<file path="src/rtl/core/scfr_pkg.sv">
// shared types, constants and functions of the serial command frame receiver
package scfr_pkg;

    // default sizes
    localparam int MAX_FRAME_DEF       = 64;
    localparam int THRESHOLD_BYTES_DEF = 20;

    // frame header bytes captured in registers: command, register, lsb, msb, crc, sequence
    localparam int HDR_BYTES = 6;

    // framing and command codes
    localparam logic [7:0] PREAMBLE      = 8'hAA;
    localparam logic [7:0] CMD_WRITE_ALL = 8'h02;
    localparam logic [7:0] CMD_WRITE_DEV = 8'h04;

    // known device registers
    localparam logic [7:0] REG_CELL_A = 8'h20;
    localparam logic [7:0] REG_CELL_B = 8'h21;
    localparam logic [7:0] REG_CELL_C = 8'h22;
    localparam logic [7:0] REG_TEMP_A = 8'h30;
    localparam logic [7:0] REG_TEMP_B = 8'h31;
    localparam logic [7:0] REG_TEMP_C = 8'h32;

    localparam logic [7:0] SEQ_NONE = 8'hFF;
    localparam logic [7:0] CRC_POLY = 8'hB2;

    // result status codes
    typedef enum logic [2:0] {
        ST_REG_OK       = 3'd0,
        ST_UNKNOWN_REG  = 3'd1,
        ST_BAD_CRC      = 3'd2,
        ST_SHORT        = 3'd3,
        ST_WRITE_ALL    = 3'd4,
        ST_UNKNOWN_CMD  = 3'd5,
        ST_BAD_SUM      = 3'd6,
        ST_BAD_LENGTH   = 3'd7
    } status_t;

    // controller states
    typedef enum logic [2:0] {
        S_PREAMBLE,
        S_LENGTH,
        S_DATA,
        S_CHECK,
        S_CRC,
        S_CRC_DONE,
        S_COPY,
        S_EMIT
    } state_t;

    // one result transaction
    typedef struct packed {
        status_t             status;
        logic [7:0]          command_code;
        logic [7:0]          register_code;
        logic signed [15:0]  raw_value;
        logic [7:0]          sequence_number;
        logic                replay_seen;
        logic [5:0]          payload_length;
        logic                threshold_overflow;
        logic [7:0]          crc_computed;
    } result_t;

    // controller to datapath commands
    typedef struct packed {
        logic take_length;
        logic take_data;
        logic take_check;
        logic crc_step;
        logic crc_finish;
        logic copy_step;
        logic emit;
    } ctrl_t;

    // datapath to controller status
    typedef struct packed {
        logic is_preamble;
        logic len_bad;
        logic data_last;
        logic sum_ok;
        logic cmd_write_all;
        logic cmd_write_dev;
        logic dev_short;
        logic copy_none;
        logic copy_last;
        logic crc_last;
        logic out_free;
    } stat_t;

    // one byte of reflected crc-8, bit at a time
    function automatic logic [7:0] crc8_step(input logic [7:0] crc_in, input logic [7:0] data);
        logic [7:0] c;
        c = crc_in ^ data;
        for (int k = 0; k < 8; k++)
        begin
            c = c[0] ? ((c >> 1) ^ CRC_POLY) : (c >> 1);
        end
        return c;
    endfunction

    // little-endian float bytes of 420.0, 300.0, 80.0, 60.0, 0.0
    function automatic logic [7:0] default_threshold(input int unsigned idx);
        logic [7:0] v;
        case (idx)
            2:       v = 8'hD2;
            3:       v = 8'h43;
            6:       v = 8'h96;
            7:       v = 8'h43;
            10:      v = 8'hA0;
            11:      v = 8'h42;
            14:      v = 8'h70;
            15:      v = 8'h42;
            default: v = 8'h00;
        endcase
        return v;
    endfunction

endpackage

</file>
<file path="src/rtl/core/scfr_ifs.sv">
// valid/ready channel interfaces for received bytes and frame results
interface scfr_rx_if;
    logic       valid;
    logic       ready;
    logic [7:0] rx_byte;

    modport source (output valid, output rx_byte, input ready);
    modport sink   (input valid, input rx_byte, output ready);
endinterface

interface scfr_result_if;
    logic               valid;
    logic               ready;
    logic [2:0]         status;
    logic [7:0]         command_code;
    logic [7:0]         register_code;
    logic signed [15:0] raw_value;
    logic [7:0]         sequence_number;
    logic               replay_seen;
    logic [5:0]         payload_length;
    logic               threshold_overflow;
    logic [7:0]         crc_computed;

    modport source (
        output valid, input ready,
        output status, output command_code, output register_code, output raw_value,
        output sequence_number, output replay_seen, output payload_length,
        output threshold_overflow, output crc_computed
    );
    modport sink (
        input valid, output ready,
        input status, input command_code, input register_code, input raw_value,
        input sequence_number, input replay_seen, input payload_length,
        input threshold_overflow, input crc_computed
    );
endinterface

</file>
<file path="src/rtl/core/scfr_ctrl.sv">
// frame parser and end-of-frame sequencer state machine
module scfr_ctrl
    import scfr_pkg::*;
(
    input  logic  clk,
    input  logic  rst_n,
    input  logic  in_valid,
    output logic  in_ready,
    input  stat_t stat,
    output ctrl_t ctl
);

    state_t state_reg;
    state_t state_next;
    logic   accept;

    // state register
    always_ff @(posedge clk or negedge rst_n)
    begin
        if (!rst_n)
        begin
            state_reg <= S_PREAMBLE;
        end
        else
        begin
            state_reg <= state_next;
        end
    end

    // next state and commands
    always_comb
    begin
        state_next = state_reg;
        ctl        = '0;
        in_ready   = (state_reg == S_PREAMBLE) || (state_reg == S_LENGTH) ||
                     (state_reg == S_DATA) || (state_reg == S_CHECK);
        accept     = in_ready && in_valid;

        unique case (state_reg)
            S_PREAMBLE:
            begin
                if (accept && stat.is_preamble)
                begin
                    state_next = S_LENGTH;
                end
            end
            S_LENGTH:
            begin
                if (accept)
                begin
                    ctl.take_length = 1'b1;
                    state_next      = stat.len_bad ? S_EMIT : S_DATA;
                end
            end
            S_DATA:
            begin
                if (accept)
                begin
                    ctl.take_data = 1'b1;
                    if (stat.data_last)
                    begin
                        state_next = S_CHECK;
                    end
                end
            end
            S_CHECK:
            begin
                if (accept)
                begin
                    ctl.take_check = 1'b1;
                    priority if (!stat.sum_ok)
                    begin
                        state_next = S_EMIT;
                    end
                    else if (stat.cmd_write_all)
                    begin
                        state_next = stat.copy_none ? S_EMIT : S_COPY;
                    end
                    else if (stat.cmd_write_dev)
                    begin
                        state_next = stat.dev_short ? S_EMIT : S_CRC;
                    end
                    else
                    begin
                        state_next = S_EMIT;
                    end
                end
            end
            S_CRC:
            begin
                ctl.crc_step = 1'b1;
                if (stat.crc_last)
                begin
                    state_next = S_CRC_DONE;
                end
            end
            S_CRC_DONE:
            begin
                ctl.crc_finish = 1'b1;
                state_next     = S_EMIT;
            end
            S_COPY:
            begin
                ctl.copy_step = 1'b1;
                if (stat.copy_last)
                begin
                    state_next = S_EMIT;
                end
            end
            S_EMIT:
            begin
                if (stat.out_free)
                begin
                    ctl.emit   = 1'b1;
                    state_next = S_PREAMBLE;
                end
            end
            default:
            begin
                state_next = S_PREAMBLE;
            end
        endcase
    end

`ifndef SYNTHESIS
    // crc finish always hands straight over to the emit state
    a_crc_done_to_emit: assert property (
        @(posedge clk) disable iff (!rst_n)
        (state_reg == S_CRC_DONE) |=> (state_reg == S_EMIT)
    ) else $error("crc finish not followed by emit");

    // a loaded result returns the parser to preamble search
    a_emit_to_preamble: assert property (
        @(posedge clk) disable iff (!rst_n)
        ctl.emit |=> (state_reg == S_PREAMBLE)
    ) else $error("parser not back at preamble after emit");

    // a result waiting on a held slot keeps the controller in emit
    a_emit_holds: assert property (
        @(posedge clk) disable iff (!rst_n)
        ((state_reg == S_EMIT) && !stat.out_free) |=> (state_reg == S_EMIT)
    ) else $error("emit left before the result slot freed");
`endif

endmodule

</file>
<file path="src/rtl/core/scfr_datapath.sv">
// frame store, checksum, crc unit, threshold image and result registers
module scfr_datapath
    import scfr_pkg::*;
#(
    parameter int MAX_FRAME       = MAX_FRAME_DEF,
    parameter int THRESHOLD_BYTES = THRESHOLD_BYTES_DEF
)
(
    input  logic       clk,
    input  logic       rst_n,
    input  logic [7:0] rx_byte,
    input  logic       out_ready,
    input  ctrl_t      ctl,
    output stat_t      stat,
    output logic       out_valid,
    output result_t    out_data
);

    localparam int ADDR_W = $clog2(MAX_FRAME);
    localparam int IDX_W  = $clog2(MAX_FRAME + 1);
    localparam int TH_AW  = (THRESHOLD_BYTES > 1) ? $clog2(THRESHOLD_BYTES) : 1;
    localparam int CP_W   = $clog2(THRESHOLD_BYTES + 1);
    localparam logic [7:0] MAX_LEN = 8'(MAX_FRAME);
    localparam logic [7:0] TH_LEN  = 8'(THRESHOLD_BYTES);

    // parser state
    logic [7:0]       exp_len_reg;
    logic [IDX_W-1:0] byte_idx_reg;
    logic [7:0]       sum_reg;
    logic [7:0]       last_seq_reg;
    logic [7:0]       hdr_reg [HDR_BYTES];

    // frame store and copy engine
    logic [7:0]       frame_mem [MAX_FRAME];
    logic [7:0]       rdata_reg;
    logic [CP_W-1:0]  copy_cnt_reg;
    logic             copy_pend_reg;
    logic [TH_AW-1:0] copy_widx_reg;
    logic [7:0]       thresh_reg [THRESHOLD_BYTES];

    // crc unit
    logic [7:0]       crc_reg;
    logic [1:0]       crc_cnt_reg;

    // result staging and output slot
    result_t          res_reg;
    result_t          out_reg;
    logic             out_valid_reg;

    logic [7:0]        plen;
    logic [7:0]        copy_n;
    logic [8:0]        idx_inc;
    logic [ADDR_W-1:0] rd_addr;
    logic [7:0]        crc_byte;
    logic              has_seq;
    logic              crc_ok;
    logic              reg_known;
    logic              out_free;
    result_t           res_len;
    result_t           res_chk;
    result_t           res_crc;

    assign plen     = exp_len_reg - 8'd1;
    assign copy_n   = (plen > TH_LEN) ? TH_LEN : plen;
    assign idx_inc  = 9'(byte_idx_reg) + 9'd1;
    assign rd_addr  = ADDR_W'(copy_cnt_reg) + ADDR_W'(1);
    assign has_seq  = plen > 8'd4;
    assign crc_ok   = crc_reg == hdr_reg[4];
    assign out_free = !out_valid_reg || out_ready;

    // crc input byte for each step
    always_comb
    begin
        unique case (crc_cnt_reg)
            2'd0:    crc_byte = CMD_WRITE_DEV;
            2'd1:    crc_byte = hdr_reg[1];
            2'd2:    crc_byte = hdr_reg[2];
            2'd3:    crc_byte = hdr_reg[3];
            default: crc_byte = CMD_WRITE_DEV;
        endcase
    end

    // known register decode
    always_comb
    begin
        unique case (hdr_reg[1])
            REG_CELL_A, REG_CELL_B, REG_CELL_C,
            REG_TEMP_A, REG_TEMP_B, REG_TEMP_C: reg_known = 1'b1;
            default:                             reg_known = 1'b0;
        endcase
    end

    // status toward the controller
    always_comb
    begin
        stat.is_preamble   = rx_byte == PREAMBLE;
        stat.len_bad       = (rx_byte == 8'd0) || (rx_byte > MAX_LEN);
        stat.data_last     = idx_inc >= {1'b0, exp_len_reg};
        stat.sum_ok        = sum_reg == rx_byte;
        stat.cmd_write_all = hdr_reg[0] == CMD_WRITE_ALL;
        stat.cmd_write_dev = hdr_reg[0] == CMD_WRITE_DEV;
        stat.dev_short     = plen < 8'd4;
        stat.copy_none     = plen == 8'd0;
        stat.copy_last     = (9'(copy_cnt_reg) + 9'd1) >= {1'b0, copy_n};
        stat.crc_last      = crc_cnt_reg == 2'd3;
        stat.out_free      = out_free;
    end

    // result for a bad length byte
    always_comb
    begin
        res_len                 = '0;
        res_len.status          = ST_BAD_LENGTH;
        res_len.sequence_number = SEQ_NONE;
    end

    // result decided at the checksum byte
    always_comb
    begin
        res_chk                 = '0;
        res_chk.sequence_number = SEQ_NONE;
        res_chk.command_code    = hdr_reg[0];
        res_chk.payload_length  = plen[5:0];
        priority if (!stat.sum_ok)
        begin
            res_chk.status = ST_BAD_SUM;
        end
        else if (stat.cmd_write_all)
        begin
            res_chk.status             = ST_WRITE_ALL;
            res_chk.threshold_overflow = plen > TH_LEN;
        end
        else if (stat.cmd_write_dev)
        begin
            res_chk.status = stat.dev_short ? ST_SHORT : ST_BAD_CRC;
        end
        else
        begin
            res_chk.status = ST_UNKNOWN_CMD;
        end
    end

    // write-device fields once the crc is done
    always_comb
    begin
        res_crc                 = res_reg;
        res_crc.register_code   = hdr_reg[1];
        res_crc.raw_value       = {hdr_reg[3], hdr_reg[2]};
        res_crc.sequence_number = has_seq ? hdr_reg[5] : SEQ_NONE;
        res_crc.crc_computed    = crc_reg;
        res_crc.replay_seen     = 1'b0;
        if (!crc_ok)
        begin
            res_crc.status = ST_BAD_CRC;
        end
        else
        begin
            res_crc.replay_seen = has_seq && (hdr_reg[5] == last_seq_reg);
            res_crc.status      = reg_known ? ST_REG_OK : ST_UNKNOWN_REG;
        end
    end

    // control state
    always_ff @(posedge clk or negedge rst_n)
    begin
        if (!rst_n)
        begin
            exp_len_reg   <= '0;
            byte_idx_reg  <= '0;
            sum_reg       <= '0;
            last_seq_reg  <= '0;
            crc_cnt_reg   <= '0;
            copy_cnt_reg  <= '0;
            copy_pend_reg <= 1'b0;
            out_valid_reg <= 1'b0;
            for (int i = 0; i < THRESHOLD_BYTES; i++)
            begin
                thresh_reg[i] <= default_threshold(i);
            end
        end
        else
        begin
            if (ctl.take_length)
            begin
                exp_len_reg  <= rx_byte;
                byte_idx_reg <= '0;
                sum_reg      <= '0;
            end
            if (ctl.take_data)
            begin
                byte_idx_reg <= byte_idx_reg + IDX_W'(1);
                sum_reg      <= sum_reg + rx_byte;
            end
            if (ctl.take_check)
            begin
                crc_cnt_reg  <= '0;
                copy_cnt_reg <= '0;
            end
            if (ctl.crc_step)
            begin
                crc_cnt_reg <= crc_cnt_reg + 2'd1;
            end
            if (ctl.crc_finish && crc_ok && has_seq)
            begin
                last_seq_reg <= hdr_reg[5];
            end
            if (ctl.copy_step)
            begin
                copy_cnt_reg <= copy_cnt_reg + CP_W'(1);
            end
            copy_pend_reg <= ctl.copy_step;
            // write-all copy, one byte a cycle, each written in the cycle after its store read
            if (copy_pend_reg)
            begin
                thresh_reg[copy_widx_reg] <= rdata_reg;
            end
            // output slot
            if (ctl.emit)
            begin
                out_valid_reg <= 1'b1;
            end
            else if (out_ready)
            begin
                out_valid_reg <= 1'b0;
            end
        end
    end

    // payload registers
    always_ff @(posedge clk)
    begin
        for (int k = 0; k < HDR_BYTES; k++)
        begin
            if (ctl.take_data && (byte_idx_reg == IDX_W'(k)))
            begin
                hdr_reg[k] <= rx_byte;
            end
        end
        if (ctl.take_check)
        begin
            crc_reg <= 8'd0;
        end
        else if (ctl.crc_step)
        begin
            crc_reg <= crc8_step(crc_reg, crc_byte);
        end
        copy_widx_reg <= TH_AW'(copy_cnt_reg);
        priority if (ctl.take_length)
        begin
            res_reg <= res_len;
        end
        else if (ctl.take_check)
        begin
            res_reg <= res_chk;
        end
        else if (ctl.crc_finish)
        begin
            res_reg <= res_crc;
        end
        if (ctl.emit)
        begin
            out_reg <= res_reg;
        end
    end

    // frame store memory
    always_ff @(posedge clk)
    begin
        if (ctl.take_data)
        begin
            frame_mem[byte_idx_reg[ADDR_W-1:0]] <= rx_byte;
        end
        if (ctl.copy_step)
        begin
            rdata_reg <= frame_mem[rd_addr];
        end
    end

    assign out_valid = out_valid_reg;
    assign out_data  = out_reg;

`ifndef SYNTHESIS
    // the controller only loads the output slot when it is free
    a_emit_slot_free: assert property (
        @(posedge clk) disable iff (!rst_n)
        ctl.emit |-> (!out_valid_reg || out_ready)
    ) else $error("result loaded over an untaken transaction");

    // data bytes never run past the announced length
    a_data_in_length: assert property (
        @(posedge clk) disable iff (!rst_n)
        ctl.take_data |-> (9'(byte_idx_reg) < {1'b0, exp_len_reg})
    ) else $error("data byte beyond frame length");

    // copy reads stay within the clipped payload
    a_copy_in_range: assert property (
        @(posedge clk) disable iff (!rst_n)
        ctl.copy_step |-> (9'(copy_cnt_reg) < {1'b0, copy_n})
    ) else $error("threshold copy out of range");
`endif

endmodule

</file>
<file path="src/rtl/core/serial_command_frame_receiver.sv">
// top level: serial command frame receiver with crc-8 checked device writes
// result path: once its checksum or bad length byte is taken, a result passes the emit state into
//   the output slot register; on a good sum, write-device with 4 or more payload bytes first runs
//   4 crc steps and a finish; write-all first copies min(payload, 20) bytes to the threshold image
// throughput: one byte per cycle inside a frame; input pauses after a bad length byte or a
//   checksum byte through the crc or copy steps, the emit state and any wait for the result slot
// reset: parser waits for preamble, counters, sum and last sequence clear, threshold image
//   loads its default bytes at once; the frame store needs no clearing
module serial_command_frame_receiver
    import scfr_pkg::*;
#(
    parameter int MAX_FRAME       = MAX_FRAME_DEF,
    parameter int THRESHOLD_BYTES = THRESHOLD_BYTES_DEF
)
(
    input  logic          clk,
    input  logic          rst_n,
    scfr_rx_if.sink       rx,
    scfr_result_if.source result
);

    ctrl_t   ctl;
    stat_t   stat;
    logic    in_ready;
    logic    out_valid;
    result_t out_data;

    scfr_ctrl u_ctrl (
        .clk      (clk),
        .rst_n    (rst_n),
        .in_valid (rx.valid),
        .in_ready (in_ready),
        .stat     (stat),
        .ctl      (ctl)
    );

    scfr_datapath #(
        .MAX_FRAME       (MAX_FRAME),
        .THRESHOLD_BYTES (THRESHOLD_BYTES)
    ) u_datapath (
        .clk       (clk),
        .rst_n     (rst_n),
        .rx_byte   (rx.rx_byte),
        .out_ready (result.ready),
        .ctl       (ctl),
        .stat      (stat),
        .out_valid (out_valid),
        .out_data  (out_data)
    );

    // channel hookup
    assign rx.ready                  = in_ready;
    assign result.valid              = out_valid;
    assign result.status             = out_data.status;
    assign result.command_code       = out_data.command_code;
    assign result.register_code      = out_data.register_code;
    assign result.raw_value          = out_data.raw_value;
    assign result.sequence_number    = out_data.sequence_number;
    assign result.replay_seen        = out_data.replay_seen;
    assign result.payload_length     = out_data.payload_length;
    assign result.threshold_overflow = out_data.threshold_overflow;
    assign result.crc_computed       = out_data.crc_computed;

endmodule
</file>
<file path="src/flat_wrapper.sv">
// flat-port wrapper written by rule: the top's interface ports become plain ports
module serial_command_frame_receiver_flat import scfr_pkg::*;
#(
    parameter int MAX_FRAME       = MAX_FRAME_DEF,
    parameter int THRESHOLD_BYTES = THRESHOLD_BYTES_DEF
)
  (clk, rst_n, rx_valid, rx_rx_byte, rx_ready, result_valid, result_ready, result_status, result_command_code, result_register_code, result_raw_value, result_sequence_number, result_replay_seen, result_payload_length, result_threshold_overflow, result_crc_computed);
  scfr_rx_if rx_i ();
  scfr_result_if result_i ();
  input  logic clk;
  input  logic rst_n;
  input wire logic [$bits(rx_i.valid)-1:0] rx_valid;
  input wire logic [$bits(rx_i.rx_byte)-1:0] rx_rx_byte;
  output wire logic [$bits(rx_i.ready)-1:0] rx_ready;
  output wire logic [$bits(result_i.valid)-1:0] result_valid;
  input wire logic [$bits(result_i.ready)-1:0] result_ready;
  output wire logic [$bits(result_i.status)-1:0] result_status;
  output wire logic [$bits(result_i.command_code)-1:0] result_command_code;
  output wire logic [$bits(result_i.register_code)-1:0] result_register_code;
  output wire logic [$bits(result_i.raw_value)-1:0] result_raw_value;
  output wire logic [$bits(result_i.sequence_number)-1:0] result_sequence_number;
  output wire logic [$bits(result_i.replay_seen)-1:0] result_replay_seen;
  output wire logic [$bits(result_i.payload_length)-1:0] result_payload_length;
  output wire logic [$bits(result_i.threshold_overflow)-1:0] result_threshold_overflow;
  output wire logic [$bits(result_i.crc_computed)-1:0] result_crc_computed;
  assign rx_i.valid = rx_valid;
  assign rx_i.rx_byte = rx_rx_byte;
  assign rx_ready = rx_i.ready;
  assign result_valid = result_i.valid;
  assign result_i.ready = result_ready;
  assign result_status = result_i.status;
  assign result_command_code = result_i.command_code;
  assign result_register_code = result_i.register_code;
  assign result_raw_value = result_i.raw_value;
  assign result_sequence_number = result_i.sequence_number;
  assign result_replay_seen = result_i.replay_seen;
  assign result_payload_length = result_i.payload_length;
  assign result_threshold_overflow = result_i.threshold_overflow;
  assign result_crc_computed = result_i.crc_computed;
  serial_command_frame_receiver #(.MAX_FRAME(MAX_FRAME), .THRESHOLD_BYTES(THRESHOLD_BYTES)) u_core (.clk(clk), .rst_n(rst_n), .rx(rx_i), .result(result_i));
endmodule
</file>
<file path="config.mk">
export PLATFORM = sky130hd
export DESIGN_NAME = serial_command_frame_receiver_flat
export DESIGN_NICKNAME = d
export VERILOG_FILES = /design/src/rtl/core/scfr_pkg.sv /design/src/rtl/core/scfr_ifs.sv /design/src/rtl/core/scfr_ctrl.sv /design/src/rtl/core/scfr_datapath.sv /design/src/rtl/core/serial_command_frame_receiver.sv /design/src/flat_wrapper.sv
export SDC_FILE = /design/constraint.sdc
export NUM_CORES = 1
export LEC_CHECK = 0
export ABC_AREA = 1
export BUFFER_PORTS_ARGS = -buffer_cell sky130_fd_sc_hd__buf_2
export CORE_MARGIN = 2
export CORE_UTILIZATION = 40
export DETAILED_ROUTE_END_ITERATION = 6
export GPL_ROUTABILITY_DRIVEN = 0
export PLACE_DENSITY = 0.57
export SYNTH_ARGS = -nofsm -noshare
export SYNTH_HDL_FRONTEND = slang
export SYNTH_HIERARCHICAL = 1
export SYNTH_SLANG_ARGS = --single-unit
export TNS_END_PERCENT = 10
</file>
<file path="constraint.sdc">
create_clock -name clk -period 5.9 [get_ports clk]
set_input_delay 1.18 -clock clk [delete_from_list [all_inputs] [get_ports clk]]
set_output_delay 1.18 -clock clk [all_outputs]
set_load 0.05 [all_outputs]
</file>
==> impl_metrics.py <==
metrics = {
    "status": {
        "outcome": "finished clean",
    },
    "drt": {
        "drc": 0,
        "wl_per_cell_um": 15.1,
        "drtIter0Drc": 327,
        "routed_wirelength_um": 21200,
        "drtAntennaViolNets": 0,
        "drt-pass1-iter-count": 4,
        "via_per_inst": 4.84,
        "dr_total_vias": 6789,
    },
    "synthesis": {
        "synth-seq-area-share": 0.587,
        "dominantRegCellSynth": "edfxtp_1",
        "synth_cell_types": 47,
        "synth_area_leaders": "edfxtp_1, dfxtp_1, dfrtp_1",
        "synth_nets": 1032,
        "yosysTopAreaCellShare": 0.337,
        "synth_top_cell_by_area": "edfxtp_1",
        "syn_avg_cell_area_um2": 9.67,
        "syn-cell-area_mm2": 0.00954,
        "synth_edf_count": 107,
        "synth-seq-cells": 216,
        "yosys_warnings": 6,
        "ys_async_sr_fraction": 0.194,
        "netlist_instances": 987,
    },
    "sta": {
        "hold_ws_ps": 425,
        "hold_violations": 0,
        "drv_slew": 0,
        "finalSetupViolCount": 0,
        "rsz0062_at_grt": "false",
        "tightest_slew_ps": 1170,
        "maxSlewHeadroom": 0.212,
        "finClkSkew_ps": 9.04,
        "fin_crit_ps": 3450,
        "setup_tns_ps": 0,
        "fmax_ghz": 0.289,
        "fin_crit_sh": 0.586,
    },
    "clock_tree": {
        "cts_tree": "done",
        "clock-sinks": 216,
        "cts-htree-levels": 1,
        "ctsHoldBuffers": 0,
        "clkTransAtPathRegs_ps": 60,
        "ctsResizeCount": 0,
        "post_cts_buffers": 0,
        "cts_root_buffer": "clkbuf_16",
        "clockBufferDepth": 3,
        "clock_latency_ps": 500,
        "cts_made_buffers": 24,
    },
    "worst_setup_path": {
        "path_buf_inv": 1,
        "r2r_end": "u_core/u_ctrl/state_reg[1]",
        "r2r_slack_ps": 2450,
        "path_common_cell": "nand2_1",
        "cp_max_fo": 6,
        "max_stage_delay_ps": 470,
        "path_cells": "inv_1 > ha_1 > xor2_1 > a21oi_4 > nor2_1 > nor2_1 > nand2_2 > or2_2 > ha_1 > o21a_1 > o21a_1 > o21a_1 > o21a_1 > o21ai_0 > nand2_1 > nand2_1 > nand3_1 > nand2_1 > nand2_1 > nand2_2 > nand2_1 > nand2_1",
        "reg2reg_depth": 22,
        "critPathCaptureType": "flip-flop",
        "criticalPathCategory": "flip-flop to flip-flop",
        "path_delay_family": "simple AND/OR/NAND/NOR gates",
        "cp.required_ps": 6340,
        "arrival_ps": 3890,
        "r2r_start": "u_core/u_datapath/exp_len_reg[0]",
        "startpoint_type": "flip-flop",
        "crit_slowest_cell": "dfrtp_1",
    },
    "cells_and_area": {
        "area_growth_pct": 15.3,
        "diodes": 0,
        "nets": 1110,
        "drive_gt1_frac": 0.156,
        "final_cell_mix": "nand2_1, edfxtp_1, inv_1, buf_2, dfxtp_1",
        "final_common_cell": "nand2_1",
        "fill_cells": 2233,
        "largest_reg_flops": 59,
        "stdcell_count": 1402,
    },
    "floorplan": {
        "die_height_um": 158,
        "die_x_um": 158,
        "ios": 73,
        "die-area_mm2": 0.0251,
        "start_util": 0.407,
        "rows": 56,
        "core_region_area_mm2": 0.0235,
    },
    "pwr": {
        "power.static_leakage_nw": 4.75,
        "p_per_area_mw_per_mm2": 564,
        "irDropWorstVdd_v": 0.000253,
    },
    "global_routing": {
        "grt_usage": 0.170,
        "grt-ovfl-total": 0,
        "antenna_found_initial": 0,
        "grt_pass1_vias": 6253,
        "grt_pass1_wl_um": 33400,
        "grt_max_degree": 61,
    },
    "placement": {
        "port_buffers": 72,
        "dp_cells": 1358,
        "dp_hpwl_um": 14600,
    },
    "min_path": {
        "holdPathStages": 0,
        "hold_end": "u_core/u_datapath/out_data[0]",
        "min_path_type": "flip-flop to flip-flop",
        "min-delay-start": "u_core/u_datapath/res_reg[0]",
    },
    "run": {
        "cap_violations": 0,
    },
}
logic make-up (layout without fill, tap and decap cells):
family,after synthesis,count (layout),synth area share
and+or+nand+nor,430,430,0.193
AOI/OAI and AO/OA,150,150,0.0926
buffers and inverters,130,226,0.0562
other,1,1,0.000393
adders and majority gates,33,33,0.0440
xor gates and xnor gates,27,27,0.0264
DFF,216,216,0.587
metrics by stage:
| stage | area (um^2) | setup slack (ps) | power (mW) | util |
|---|---|---|---|---|
| floorplan | 9550 | 1670 | 4.21 | - |
| global placement | 10200 | 2420 | 4.75 | 0.436 |
| detailed placement | 10200 | 2370 | 4.79 | 0.436 |
| CTS | 11000 | 2450 | 6.25 | 0.469 |
| global route | 11000 | 2160 | 6.67 | 0.469 |
| finish | 11000 | 2450 | 6.21 | 0.469 |
worst max path at each step:
stage / to / from / depth (start not counted) / slack [ps]
floorplan: u_core/u_datapath/out_data[0] / result_ready / 5 / 1670
global placement: u_core/u_datapath/res_crc[13] / rx_valid / 9 / 2420
detailed placement: u_core/u_datapath/res_crc[10] / rx_valid / 9 / 2370
CTS: u_core/u_ctrl/state_reg[1] / u_core/u_datapath/exp_len_reg[0] / 22 / 2450
global route: u_core/u_ctrl/state_reg[1] / u_core/u_datapath/exp_len_reg[0] / 22 / 2160
finish: u_core/u_ctrl/state_reg[1] / u_core/u_datapath/exp_len_reg[0] / 22 / 2450
Yosys cell counts, types with 2 or more instances:
cell type / number
a211oi_1: 2
a21boi_0: 2
a21oi_1: 50
a22o_1: 12
buf_2: 3
buf_4: 5
buf_6: 2
clkbuf_1: 17
dfrtp_1: 42
dfxtp_1: 67
edfxtp_1: 107
ha_1: 32
inv_1: 97
inv_2: 5
nand2_1: 276
nand2_2: 17
nand3_1: 46
nand3_2: 5
nand4_1: 3
nor2_1: 51
nor2_2: 4
nor3_1: 16
nor3_2: 2
nor4_1: 4
o21a_1: 4
o21ai_0: 58
o21ai_2: 8
o22ai_1: 6
or2_2: 2
xnor2_1: 16
xor2_1: 9
xor2_2: 2
power breakdown:
part | switching [mW] | total, mW | internal [mW] | leakage [nW]
Combinational | 1.70 | 2.47 | 0.763 | 2.30
Clock | 0.588 | 1.43 | 0.846 | 0.364
Sequential | 0.267 | 2.31 | 2.04 | 2.08
layout make-up:
class,count,area (um^2),share of cell area
multi-input combinational,641,3420,0.311
sequential,216,5610,0.509
timing repair buffer,80,420,0.0382
inverter,102,383,0.0348
clock buffer,30,664,0.0604
tap,319,399,0.0363
clock inverter,14,114,0.0103
worst register-to-register path, stage by stage (launching register included):
cell	delay, ps
dfrtp_1	470
inv_1	90
ha_1	240
xor2_1	210
a21oi_4	210
nor2_1	60
nor2_1	140
nand2_2	110
or2_2	300
ha_1	280
o21a_1	100
o21a_1	160
o21a_1	160
o21a_1	160
o21ai_0	130
nand2_1	70
nand2_1	70
nand3_1	80
nand2_1	90
nand2_1	70
nand2_2	80
nand2_1	50
nand2_1	70
layer usage:
| layer | vias up | track usage | part of all wire |
|---|---|---|---|
| met1 | 3176 | 0.249 | 0.50 |
| met3 | 25 | 0.0250 | 0.044 |
| met2 | 152 | 0.269 | 0.44 |
| met4 | 0 | 0.0382 | 0.014 |
| met5 | - | 0 | 0 |
| li1 | 3436 | - | - |
Power figures use the tool's default switching activity.
